--- src/fqrm_pkg.sv ---
// shared types and constants for the handle queue with delete by value
`timescale 1ns / 1ps
`default_nettype none

package fqrm_pkg;

    localparam int DEPTH        = 16;
    localparam int HANDLE_WIDTH = 32;

    typedef enum logic [1:0] {
        MODE_ENQUEUE = 2'd0,
        MODE_DEQUEUE = 2'd1,
        MODE_DELETE  = 2'd2,
        MODE_LENGTH  = 2'd3
    } t_mode;

    typedef enum logic {
        ST_IDLE = 1'b0,
        ST_EXEC = 1'b1
    } t_state;

    typedef struct packed {
        logic load;
        logic execute;
    } t_dp_cmd;

endpackage

`default_nettype wire

--- src/fqrm_if.sv ---
// request and response channel interfaces of the handle queue
`timescale 1ns / 1ps
`default_nettype none

interface fqrm_req_if #(
    parameter int HANDLE_WIDTH = fqrm_pkg::HANDLE_WIDTH
);
    logic                    valid;
    logic                    ready;
    fqrm_pkg::t_mode         mode;
    logic [HANDLE_WIDTH-1:0] handle;

    modport source (output valid, output mode, output handle, input ready);
    modport sink   (input valid, input mode, input handle, output ready);
endinterface

interface fqrm_rsp_if #(
    parameter int DEPTH        = fqrm_pkg::DEPTH,
    parameter int HANDLE_WIDTH = fqrm_pkg::HANDLE_WIDTH
);
    localparam int LW = $clog2(DEPTH + 1);

    logic                    valid;
    logic                    ready;
    logic                    status;
    logic [HANDLE_WIDTH-1:0] head_handle;
    logic [LW-1:0]           length;

    modport source (output valid, output status, output head_handle, output length,
                    input ready);
    modport sink   (input valid, input status, input head_handle, input length,
                    output ready);
endinterface

`default_nettype wire

--- src/fqrm_ctrl.sv ---
// controller state machine sequencing one transaction at a time
`timescale 1ns / 1ps
`default_nettype none

module fqrm_ctrl (
    input  wire logic              i_clk,
    input  wire logic              i_rst_n,
    input  wire logic              i_in_valid,
    output logic                   o_in_ready,
    output logic                   o_out_valid,
    input  wire logic              i_out_ready,
    output fqrm_pkg::t_dp_cmd      o_cmd
);

    fqrm_pkg::t_state r_state;
    fqrm_pkg::t_state n_state;
    logic             r_out_valid;
    logic             n_out_valid;
    logic             slot_free;

    assign slot_free = !r_out_valid || i_out_ready;

    always_comb begin
        n_state = r_state;
        unique case (r_state)
            fqrm_pkg::ST_IDLE: begin
                if (i_in_valid) begin
                    n_state = fqrm_pkg::ST_EXEC;
                end
            end
            fqrm_pkg::ST_EXEC: begin
                if (slot_free) begin
                    n_state = fqrm_pkg::ST_IDLE;
                end
            end
            default: n_state = fqrm_pkg::ST_IDLE;
        endcase
    end

    always_comb begin
        o_in_ready    = 1'b0;
        o_cmd.load    = 1'b0;
        o_cmd.execute = 1'b0;
        unique case (r_state)
            fqrm_pkg::ST_IDLE: begin
                o_in_ready = 1'b1;
                o_cmd.load = i_in_valid;
            end
            fqrm_pkg::ST_EXEC: begin
                o_cmd.execute = slot_free;
            end
            default: begin
                o_in_ready = 1'b0;
            end
        endcase
    end

    always_comb begin
        if (o_cmd.execute) begin
            n_out_valid = 1'b1;
        end else if (i_out_ready) begin
            n_out_valid = 1'b0;
        end else begin
            n_out_valid = r_out_valid;
        end
    end

    always_ff @(posedge i_clk) begin
        if (!i_rst_n) begin
            r_state     <= fqrm_pkg::ST_IDLE;
            r_out_valid <= 1'b0;
        end else begin
            r_state     <= n_state;
            r_out_valid <= n_out_valid;
        end
    end

    assign o_out_valid = r_out_valid;

endmodule

`default_nettype wire

--- src/fqrm_dp.sv ---
// datapath: cell array with per-cell compare and shift, count and result registers
`timescale 1ns / 1ps
`default_nettype none

module fqrm_dp #(
    parameter int DEPTH        = fqrm_pkg::DEPTH,
    parameter int HANDLE_WIDTH = fqrm_pkg::HANDLE_WIDTH,
    localparam int LW          = $clog2(DEPTH + 1)
) (
    input  wire logic                    i_clk,
    input  wire logic                    i_rst_n,
    input  wire fqrm_pkg::t_dp_cmd       i_cmd,
    input  wire fqrm_pkg::t_mode         i_mode,
    input  wire logic [HANDLE_WIDTH-1:0] i_handle,
    output logic                         o_status,
    output logic [HANDLE_WIDTH-1:0]      o_head_handle,
    output logic [LW-1:0]                o_length
);

    logic [HANDLE_WIDTH-1:0] r_cell [DEPTH];
    logic [LW-1:0]           r_count;
    logic [LW-1:0]           n_count;
    logic [DEPTH-1:0]        r_match;
    logic [DEPTH-1:0]        n_match;
    fqrm_pkg::t_mode         r_mode;
    logic [HANDLE_WIDTH-1:0] r_handle;
    logic                    r_out_status;
    logic [HANDLE_WIDTH-1:0] r_out_head;
    logic [LW-1:0]           r_out_len;

    logic                    handle_zero;
    logic                    is_full;
    logic                    is_empty;
    logic                    err;
    logic                    do_write;
    logic                    do_shift;
    logic [DEPTH-1:0]        pfx;
    logic [DEPTH-1:0]        shift_vec;

    // per-cell compare against the incoming handle, limited to held entries
    always_comb begin
        for (int i = 0; i < DEPTH; i++) begin
            n_match[i] = (r_cell[i] == i_handle) && (r_count > LW'(i));
        end
    end

    // cell i moves when the first match sits at or below it
    always_comb begin
        for (int i = 0; i < DEPTH; i++) begin
            pfx[i] = |(r_match & ({DEPTH{1'b1}} >> (DEPTH - 1 - i)));
        end
    end

    assign handle_zero = (r_handle == '0);
    assign is_full     = (r_count == LW'(DEPTH));
    assign is_empty    = (r_count == '0);

    always_comb begin
        err       = 1'b0;
        do_write  = 1'b0;
        do_shift  = 1'b0;
        shift_vec = pfx;
        unique case (r_mode)
            fqrm_pkg::MODE_ENQUEUE: begin
                err      = handle_zero || is_full;
                do_write = !err;
            end
            fqrm_pkg::MODE_DEQUEUE: begin
                err       = is_empty;
                do_shift  = !err;
                shift_vec = '1;
            end
            fqrm_pkg::MODE_DELETE: begin
                err      = handle_zero || is_empty || !(|r_match);
                do_shift = !err;
            end
            fqrm_pkg::MODE_LENGTH: begin
                err = 1'b0;
            end
            default: begin
                err = 1'b0;
            end
        endcase
    end

    always_comb begin
        if (do_write) begin
            n_count = r_count + LW'(1);
        end else if (do_shift) begin
            n_count = r_count - LW'(1);
        end else begin
            n_count = r_count;
        end
    end

    for (genvar g = 0; g < DEPTH; g++) begin : g_cell
        if (g < DEPTH - 1) begin : g_mid
            always_ff @(posedge i_clk) begin
                if (i_cmd.execute) begin
                    if (do_shift && shift_vec[g]) begin
                        r_cell[g] <= r_cell[g+1];
                    end else if (do_write && (r_count == LW'(g))) begin
                        r_cell[g] <= r_handle;
                    end
                end
            end
        end else begin : g_last
            always_ff @(posedge i_clk) begin
                if (i_cmd.execute && do_write && (r_count == LW'(g))) begin
                    r_cell[g] <= r_handle;
                end
            end
        end
    end

    always_ff @(posedge i_clk) begin
        if (!i_rst_n) begin
            r_count <= '0;
        end else if (i_cmd.execute) begin
            r_count <= n_count;
        end
    end

    always_ff @(posedge i_clk) begin
        if (i_cmd.load) begin
            r_mode   <= i_mode;
            r_handle <= i_handle;
            r_match  <= n_match;
        end
        if (i_cmd.execute) begin
            r_out_status <= err;
            r_out_head   <= (r_mode == fqrm_pkg::MODE_DEQUEUE && !err) ? r_cell[0] : '0;
            r_out_len    <= n_count;
        end
    end

    assign o_status      = r_out_status;
    assign o_head_handle = r_out_head;
    assign o_length      = r_out_len;

endmodule

`default_nettype wire

--- src/fifo_queue_with_remove_by_value_top.sv ---
// top level of the bounded handle queue with enqueue, dequeue, delete and length
//
// usage:
//   i_req carries one operation per transaction: mode (enqueue, dequeue,
//   delete by value, length query) and a handle. o_rsp returns exactly one
//   transaction per request: status (0 ok, 1 error), the handle removed by a
//   dequeue (zero otherwise) and the number of entries held afterwards.
//   a request is captured into the mode, handle and match registers when it
//   is accepted; the execute state then writes the response register once it
//   is free, and the response transaction completes when the receiver takes it.
//   a new request is accepted only after the previous one has executed; the
//   entry compare runs in the accept cycle and the shift/update in the execute
//   cycle, set by the controller's two-state sequence.
//   delete compares every entry in parallel and closes the gap in one shift.
//   reset clears the count and all control state; entries are not cleared.
//   a stalled receiver holds the response; one further request may be
//   accepted, and its execution waits until the response register frees.
`timescale 1ns / 1ps
`default_nettype none

module fifo_queue_with_remove_by_value_top #(
    parameter int DEPTH        = fqrm_pkg::DEPTH,
    parameter int HANDLE_WIDTH = fqrm_pkg::HANDLE_WIDTH
) (
    input  wire logic i_clk,
    input  wire logic i_rst_n,
    fqrm_req_if.sink  i_req,
    fqrm_rsp_if.source o_rsp
);

    localparam int LW = $clog2(DEPTH + 1);

    fqrm_pkg::t_dp_cmd       cmd;
    logic                    in_ready;
    logic                    out_valid;
    logic                    dp_status;
    logic [HANDLE_WIDTH-1:0] dp_head;
    logic [LW-1:0]           dp_length;

    fqrm_ctrl u_ctrl (
        .i_clk       (i_clk),
        .i_rst_n     (i_rst_n),
        .i_in_valid  (i_req.valid),
        .o_in_ready  (in_ready),
        .o_out_valid (out_valid),
        .i_out_ready (o_rsp.ready),
        .o_cmd       (cmd)
    );

    fqrm_dp #(
        .DEPTH        (DEPTH),
        .HANDLE_WIDTH (HANDLE_WIDTH)
    ) u_dp (
        .i_clk         (i_clk),
        .i_rst_n       (i_rst_n),
        .i_cmd         (cmd),
        .i_mode        (i_req.mode),
        .i_handle      (i_req.handle),
        .o_status      (dp_status),
        .o_head_handle (dp_head),
        .o_length      (dp_length)
    );

    assign i_req.ready       = in_ready;
    assign o_rsp.valid       = out_valid;
    assign o_rsp.status      = dp_status;
    assign o_rsp.head_handle = dp_head;
    assign o_rsp.length      = dp_length;

endmodule

`default_nettype wire
--- src/flat_wrapper.sv ---
// flat-port wrapper written by rule: the top's interface ports become plain ports
module fifo_queue_with_remove_by_value_top_flat 
#(
    parameter int DEPTH        = fqrm_pkg::DEPTH,
    parameter int HANDLE_WIDTH = fqrm_pkg::HANDLE_WIDTH
)
  (i_clk, i_rst_n, i_req_valid, i_req_mode, i_req_handle, i_req_ready, o_rsp_valid, o_rsp_status, o_rsp_head_handle, o_rsp_length, o_rsp_ready);
  fqrm_req_if #(.HANDLE_WIDTH(HANDLE_WIDTH)) i_req_i ();
  fqrm_rsp_if #(.DEPTH(DEPTH), .HANDLE_WIDTH(HANDLE_WIDTH)) o_rsp_i ();
  input  wire logic i_clk;
  input  wire logic i_rst_n;
  input wire logic [$bits(i_req_i.valid)-1:0] i_req_valid;
  input wire logic [$bits(i_req_i.mode)-1:0] i_req_mode;
  input wire logic [$bits(i_req_i.handle)-1:0] i_req_handle;
  output wire logic [$bits(i_req_i.ready)-1:0] i_req_ready;
  output wire logic [$bits(o_rsp_i.valid)-1:0] o_rsp_valid;
  output wire logic [$bits(o_rsp_i.status)-1:0] o_rsp_status;
  output wire logic [$bits(o_rsp_i.head_handle)-1:0] o_rsp_head_handle;
  output wire logic [$bits(o_rsp_i.length)-1:0] o_rsp_length;
  input wire logic [$bits(o_rsp_i.ready)-1:0] o_rsp_ready;
  assign i_req_i.valid = i_req_valid;
  assign i_req_i.mode = i_req_mode;
  assign i_req_i.handle = i_req_handle;
  assign i_req_ready = i_req_i.ready;
  assign o_rsp_valid = o_rsp_i.valid;
  assign o_rsp_status = o_rsp_i.status;
  assign o_rsp_head_handle = o_rsp_i.head_handle;
  assign o_rsp_length = o_rsp_i.length;
  assign o_rsp_i.ready = o_rsp_ready;
  fifo_queue_with_remove_by_value_top #(.DEPTH(DEPTH), .HANDLE_WIDTH(HANDLE_WIDTH)) u_core (.i_clk(i_clk), .i_rst_n(i_rst_n), .i_req(i_req_i), .o_rsp(o_rsp_i));
endmodule
--- config.mk ---
export PLATFORM = sky130hd
export DESIGN_NAME = fifo_queue_with_remove_by_value_top_flat
export DESIGN_NICKNAME = d
export VERILOG_FILES = /design/src/fqrm_pkg.sv /design/src/fqrm_if.sv /design/src/fqrm_ctrl.sv /design/src/fqrm_dp.sv /design/src/fifo_queue_with_remove_by_value_top.sv /design/src/flat_wrapper.sv
export SDC_FILE = /design/constraint.sdc
export NUM_CORES = 1
export LEC_CHECK = 0
export ABC_CLOCK_PERIOD_IN_PS = 10800
export BUFFER_PORTS_ARGS = -buffer_cell sky130_fd_sc_hd__buf_2
export CORE_MARGIN = 1
export CORE_UTILIZATION = 50
export DETAILED_ROUTE_END_ITERATION = 8
export GPL_ROUTABILITY_DRIVEN = 0
export GPL_TIMING_DRIVEN = 0
export PLACE_DENSITY = 0.66
export SLEW_MARGIN = 10
export SYNTH_ARGS = -nofsm -noshare
export SYNTH_HDL_FRONTEND = slang
export SYNTH_HIERARCHICAL = 1
export SYNTH_SLANG_ARGS = --single-unit
--- constraint.sdc ---
create_clock -name i_clk -period 10.8 [get_ports i_clk]
set_input_delay 2.7 -clock i_clk [delete_from_list [all_inputs] [get_ports i_clk]]
set_output_delay 2.7 -clock i_clk [all_outputs]
set_load 0.1 [all_outputs]
# After elaboration in Yosys (flattened, before gate mapping)

Memory sizes are Yosys's and may differ from the RTL's.
Cells that the tools add are included.

Output and inout port bits: 40
Register bits after elaboration: 95
Logic and storage cells: 297
Memories kept: 1
Input port bits: 38
Bits in writable memories: 512

Muxes and demuxes: 139
Eq/ne operators: 35
Bitwise operators: 16
Reduce and logical (&&, ||, !) cells: 79
Order comparisons: 16
Add/subtract/negate cells: 2

Memory list:

| memory             | words | width | read ports | clocked after Yosys merged registers in | wr ports | RTL line      | text |
|---|---|---|---|---|---|---|---|
| u_core.u_dp.r_cell | 16    | 32    | 16         | 0                                       | 15       | fqrm_dp.sv:20 | `logic [HANDLE_WIDTH-1:0] r_cell [DEPTH];` |

Operators with widths:

| operator                                                             | count |
|---|---|
| 32-bit == test                                                       | 16 |
| 32-bit two-way mux                                                   | 16 |
| 1-bit two-way mux                                                    | 116 |
| 1-bit logical AND                                                    | 49 |
| 5-bit by 4-bit == test with 1-bit output, second input constant      | 8 |
| 5-bit by 4-bit > comparator with 1-bit output, second input constant | 8 |
| 32-bit zero test                                                     | 1 |
| 32-bit OR reduction                                                  | 1 |
| 5-bit by 3-bit == test with 1-bit output, second input constant      | 4 |
| 5-bit by 3-bit > comparator with 1-bit output, second input constant | 4 |
| 16-bit OR reduction                                                  | 1 |
| 15-bit two-way mux                                                   | 1 |
| 1-bit OR                                                             | 15 |
| 15-bit OR reduction                                                  | 1 |
| 14-bit OR reduction                                                  | 1 |
| 13-bit OR reduction                                                  | 1 |
| 12-bit OR reduction                                                  | 1 |
| 11-bit OR reduction                                                  | 1 |
| 5-bit by 2-bit == test with 1-bit output, second input constant      | 2 |
| 5-bit by 1-bit > comparator with 1-bit output, second input constant | 2 |
| 5-bit by 2-bit > comparator with 1-bit output, second input constant | 2 |
| 5-bit two-way mux                                                    | 2 |
| 10-bit OR reduction                                                  | 1 |
| 9-bit OR reduction                                                   | 1 |
| other kinds (22)                                                     | 32 |

# Depth between registers and ports, before layout

Depth in word-level cells: 11
Gate-level depth with buffers: 12
Gate-level depth less buffers: 8

# Cells and area by module

The synthesis kept the hierarchy.

By module, submodules not included:

| module    | cells each | seq. area each (um2) | times used | area each (um2) |
|---|---|---|---|---|
| fqrm_dp   | 2158       | 18117.4              | 1          | 31261.2 |
| fqrm_ctrl | 10         | 40.0                 | 1          | 110.1 |

# Worst setup path after synthesis

Ideal clock, no wire load.

Path kind: input -> register
Start point: in o_rsp_ready
End point: mem u_core.u_dp.r_cell[3][4], in the netlist u_core/u_dp/r_cell[0][100] (enable)
Slack: 3830 ps
Setup time: 466 ps
Arrival: 6505 ps
Stages: 8
Cell sequence: nand2b_4 and2_1 buf_4 buf_1 inv_1 or2_2 clkbuf_1 o21ai_0

RTL lines:

| item        | RTL line           | text |
|---|---|---|
| from (decl) | flat_wrapper.sv:20 | `input wire logic [$bits(o_rsp_i.ready)-1:0] o_rsp_ready;` |
| to (decl)   | fqrm_dp.sv:20      |  |

==> impl_metrics.tcl <==
set metrics [dict create \
    status "complete, no violations" \
    worst_pin_slew_ns 1.37 \
    fp.dieH_um 252 \
    powerDensity_mw_per_mm2 147 \
    r2r-end "u_core/u_dp/r_cell[1][83]$_DFFE_PP_" \
    routed_wirelength_um 100000 \
    coreArea_mm2 0.0618 \
    n_antenna_cell 0 \
    dp_hpwl_um 80000 \
    postCtsHoldBufs 0 \
    hold_viol_final 0 \
    die_x_um 252 \
    synth_edf_count 600 \
    path_class "in -> reg" \
    post-route-period-util_pct 60.0 \
    crit_path_end_kind "register" \
    required_ns 11.11 \
    multi_input_area_mm2 0.0126 \
    detail_route.wl_per_cell_um 31.2 \
    grt_max_degree 40 \
    num_vias 19700 \
    power_mw 5.21 \
    skew_ns 0.0144 \
    postRouteAntennaNets 0 \
    portBuffers 77 \
    synth_cell_types 58 \
    drv_slew 0 \
    synth_seq_cells 607 \
    fillerInstances 4860 \
    syn2layout_area_growth_pct 13.0 \
    cts_root_buf "clkbuf_16" \
    synthFlopType "edfxtp_1" \
    setup_violations 0 \
    num_rows 91 \
    fmax_ghz 0.154 \
    first_global_vias 19500 \
    fin_nets 2380 \
    critPathMaxFanout 39 \
    grt_pass1_wl_um 138000 \
    grt_use_total_pct 31.4 \
    routed_via_density 6.12 \
    ys_warn_count 6 \
    regArea_mm2 0.0182 \
    slew_headroom_pct 8.10 \
    clock_sinks 607 \
    drcViolationCount 0 \
    synth_area_mm2 0.0314 \
    clkLatencyLatePin_ns 0.61 \
    ir_drop_v 0.0000866 \
    drtPass1Iterations 5 \
    ys_seq_area_share_pct 57.9 \
    power.leakage_nw 11.6 \
    comb_power_share_pct 7.7 \
    ctsResizeCount 0 \
    antenna_found_initial 2 \
    power_frac_seq_pct 50.5 \
    crit_path_end "u_core/u_dp/r_cell[1][83]$_DFFE_PP_" \
    cts_setup_buffers 0 \
    grt-ovfl-total 0 \
    crit_start "o_rsp_ready" \
    clk_pin_slew_ns 0.06 \
    ys_async_sr_fraction_pct 0 \
    fin_crit_ns 6.48 \
    tns_ns 0 \
    cts_tree "done" \
    synthCells 2168 \
    htreeDepth 3 \
    critPathArrivalTime_ns 6.79 \
    drive_above_1_share_pct 30.5 \
    dieArea_mm2 0.0637 \
    drtIter0Drc 2260 \
    synth.net_count 2216 \
    hold_path_class "reg -> reg" \
    start_util_pct 50.7 \
    fin_util_pct 57.3 \
    reg2reg_from "u_core/u_dp/r_handle[7]$_DFFE_PP_" \
    rr_worst_depth 9 \
    p_sw_mw 1.27 \
    p_clk_share_pct 41.8 \
    rsz0062_at_grt "false" \
    maxCapViolations 0 \
    syn_area_per_cell_um2 14.5 \
    cts_buffers 68 \
    netSwitchingFraction_pct 24.3 \
    ios 78 \
    clockBufferDepth 3 \
    p_int_mw 3.95 \
    regToRegSetupSlack_ns 6.04 \
    worst_setup_path_start_kind "input port" \
]
## worst max-delay path: stages
cell and delay [ns]:
buf_2 0.07, nand2b_4 0.12, and2_1 0.13, buf_4 0.45, buf_1 0.35, inv_1 0.30, nor3_1 0.74, buf_2 0.50
o2111ai_1 0.52, buf_2 0.41, o21ai_4 0.21, buf_16 0.23
## layout by cell type, fill, tap and decap left out, types with 25 or more instances in the layout
master     instances
clkbuf_16         73
xnor2_1          201
buf_2            114
clkbuf_1         122
nand2_1           25
nor4_1           102
xor2_1           314
edfxtp_1         600
and2_1            35
mux2_2           470
nand4_1           64
## worst min-delay path by stage
| stage | startpoint | end | cells after the start |
|---|---|---|---|
| detailed placement | u_core/u_ctrl/o_out_valid$_SDFFE_PN0P_ | u_core/u_ctrl/o_out_valid$_SDFFE_PN0P_ | 2 |
| global route | u_core/u_ctrl/o_out_valid$_SDFFE_PN0P_ | u_core/u_ctrl/o_out_valid$_SDFFE_PN0P_ | 2 |
| finish | u_core/u_ctrl/o_out_valid$_SDFFE_PN0P_ | u_core/u_ctrl/o_out_valid$_SDFFE_PN0P_ | 2 |
| global placement | u_core/u_ctrl/o_out_valid$_SDFFE_PN0P_ | u_core/u_ctrl/r_state$_SDFF_PN0_ | 2 |
| CTS | u_core/u_ctrl/o_out_valid$_SDFFE_PN0P_ | u_core/u_ctrl/o_out_valid$_SDFFE_PN0P_ | 2 |
| floorplan | u_core/u_ctrl/r_state$_SDFF_PN0_ | u_core/u_ctrl/r_state$_SDFF_PN0_ | 2 |
## power by group through the flow
| stage | sequential, mW | combinational (mW) | clock, mW |
|---|---|---|---|
| 2_1_floorplan | 2.71 | 0.181 | 0 |
| 3_3_place_gp | 2.68 | 0.382 | 0 |
| 3_5_place_dp | 2.68 | 0.393 | 0 |
| 4_1_cts | 2.63 | 0.394 | 2.20 |
| 5_1_grt | 2.63 | 0.411 | 2.28 |
| 6_report | 2.63 | 0.404 | 2.18 |
## metal layers
metal,up-vias,wire (um),GRT usage (%),part of all wire (%)
met5,-,0,0,0
met4,0,9010,24.2,9.0
met3,304,7480,4.36,7.4
met2,1130,44500,48.3,44
met1,9850,39400,40.3,39
li1,8433,-,-,-
## cell type report
cell class              count  share of cell area [%]
multi-input cells        1386                    35.6
flip-flops and latches    607                    51.2
clock buffers              98                    5.42
repair buffers             94                    2.26
plain buffers             163                    2.03
well taps                 837                    2.95
inverters                  12                   0.127
clock inverters            23                   0.339
## state kept, by name, summed over array words and instances, names as in the netlist
register and count:
u_core/u_dp/o_length 5, u_core/u_dp/o_head_handle 32, u_core/u_dp/r_handle 32, u_core/u_dp/r_cell 512, u_core/u_dp/r_mode 2, u_core/u_dp/o_status 1
u_core/u_dp/r_count 5, u_core/u_dp/r_match 16, u_core/u_ctrl/o_out_valid 1, u_core/u_ctrl/r_state 1
## cells in the mapped netlist (5+ instances only)
master,count,area [um^2]
buf_2,37,185
o22ai_1,5,31.3
mux2_1,10,113
ha_1,10,125
dfxtp_1,7,140
a21oi_1,6,30.0
inv_1,10,37.5
nor3_1,19,95.1
nand2_1,25,93.8
clkbuf_1,98,368
nor4_1,103,644
and2_1,35,219
xor2_1,314,2750
nand3_1,20,100
o2111ai_1,8,70.1
edfxtp_1,600,18000
nor2_1,22,82.6
buf_4,8,60.1
nand4_1,64,400
or4_1,5,37.5
o21ai_0,17,85.1
xnor2_1,201,1760
mux2_2,470,5290
buf_1,16,60.1
## cell families (layout without fill, tap and decap cells)
family | Yosys count | in the layout | synth area share, %
DFF | 607 | 607 | 57.9
xor gates and xnor gates | 515 | 515 | 14.4
muxes | 483 | 483 | 17.3
and+or+nand+nor | 311 | 311 | 5.76
buffers and inverters | 175 | 390 | 2.43
AOI/OAI and AO/OA | 67 | 67 | 1.82
adders and majority gates | 10 | 10 | 0.399
## per-stage QoR
step | hold WS, ns | instance area (um^2) | std cells | worst slack [ns]
after detailed placement | 0.500 | 33400 | 3099 | 3.86
after floorplan | 0.484 | 31400 | 2168 | 3.83
final | 0.506 | 35400 | 3220 | 4.32
after CTS | 0.507 | 35400 | 3220 | 4.49
after global placement | 0.485 | 32800 | 3082 | 0.977
after global routing | 0.527 | 35400 | 3220 | 4.23
Power figures use the tool's default switching activity.
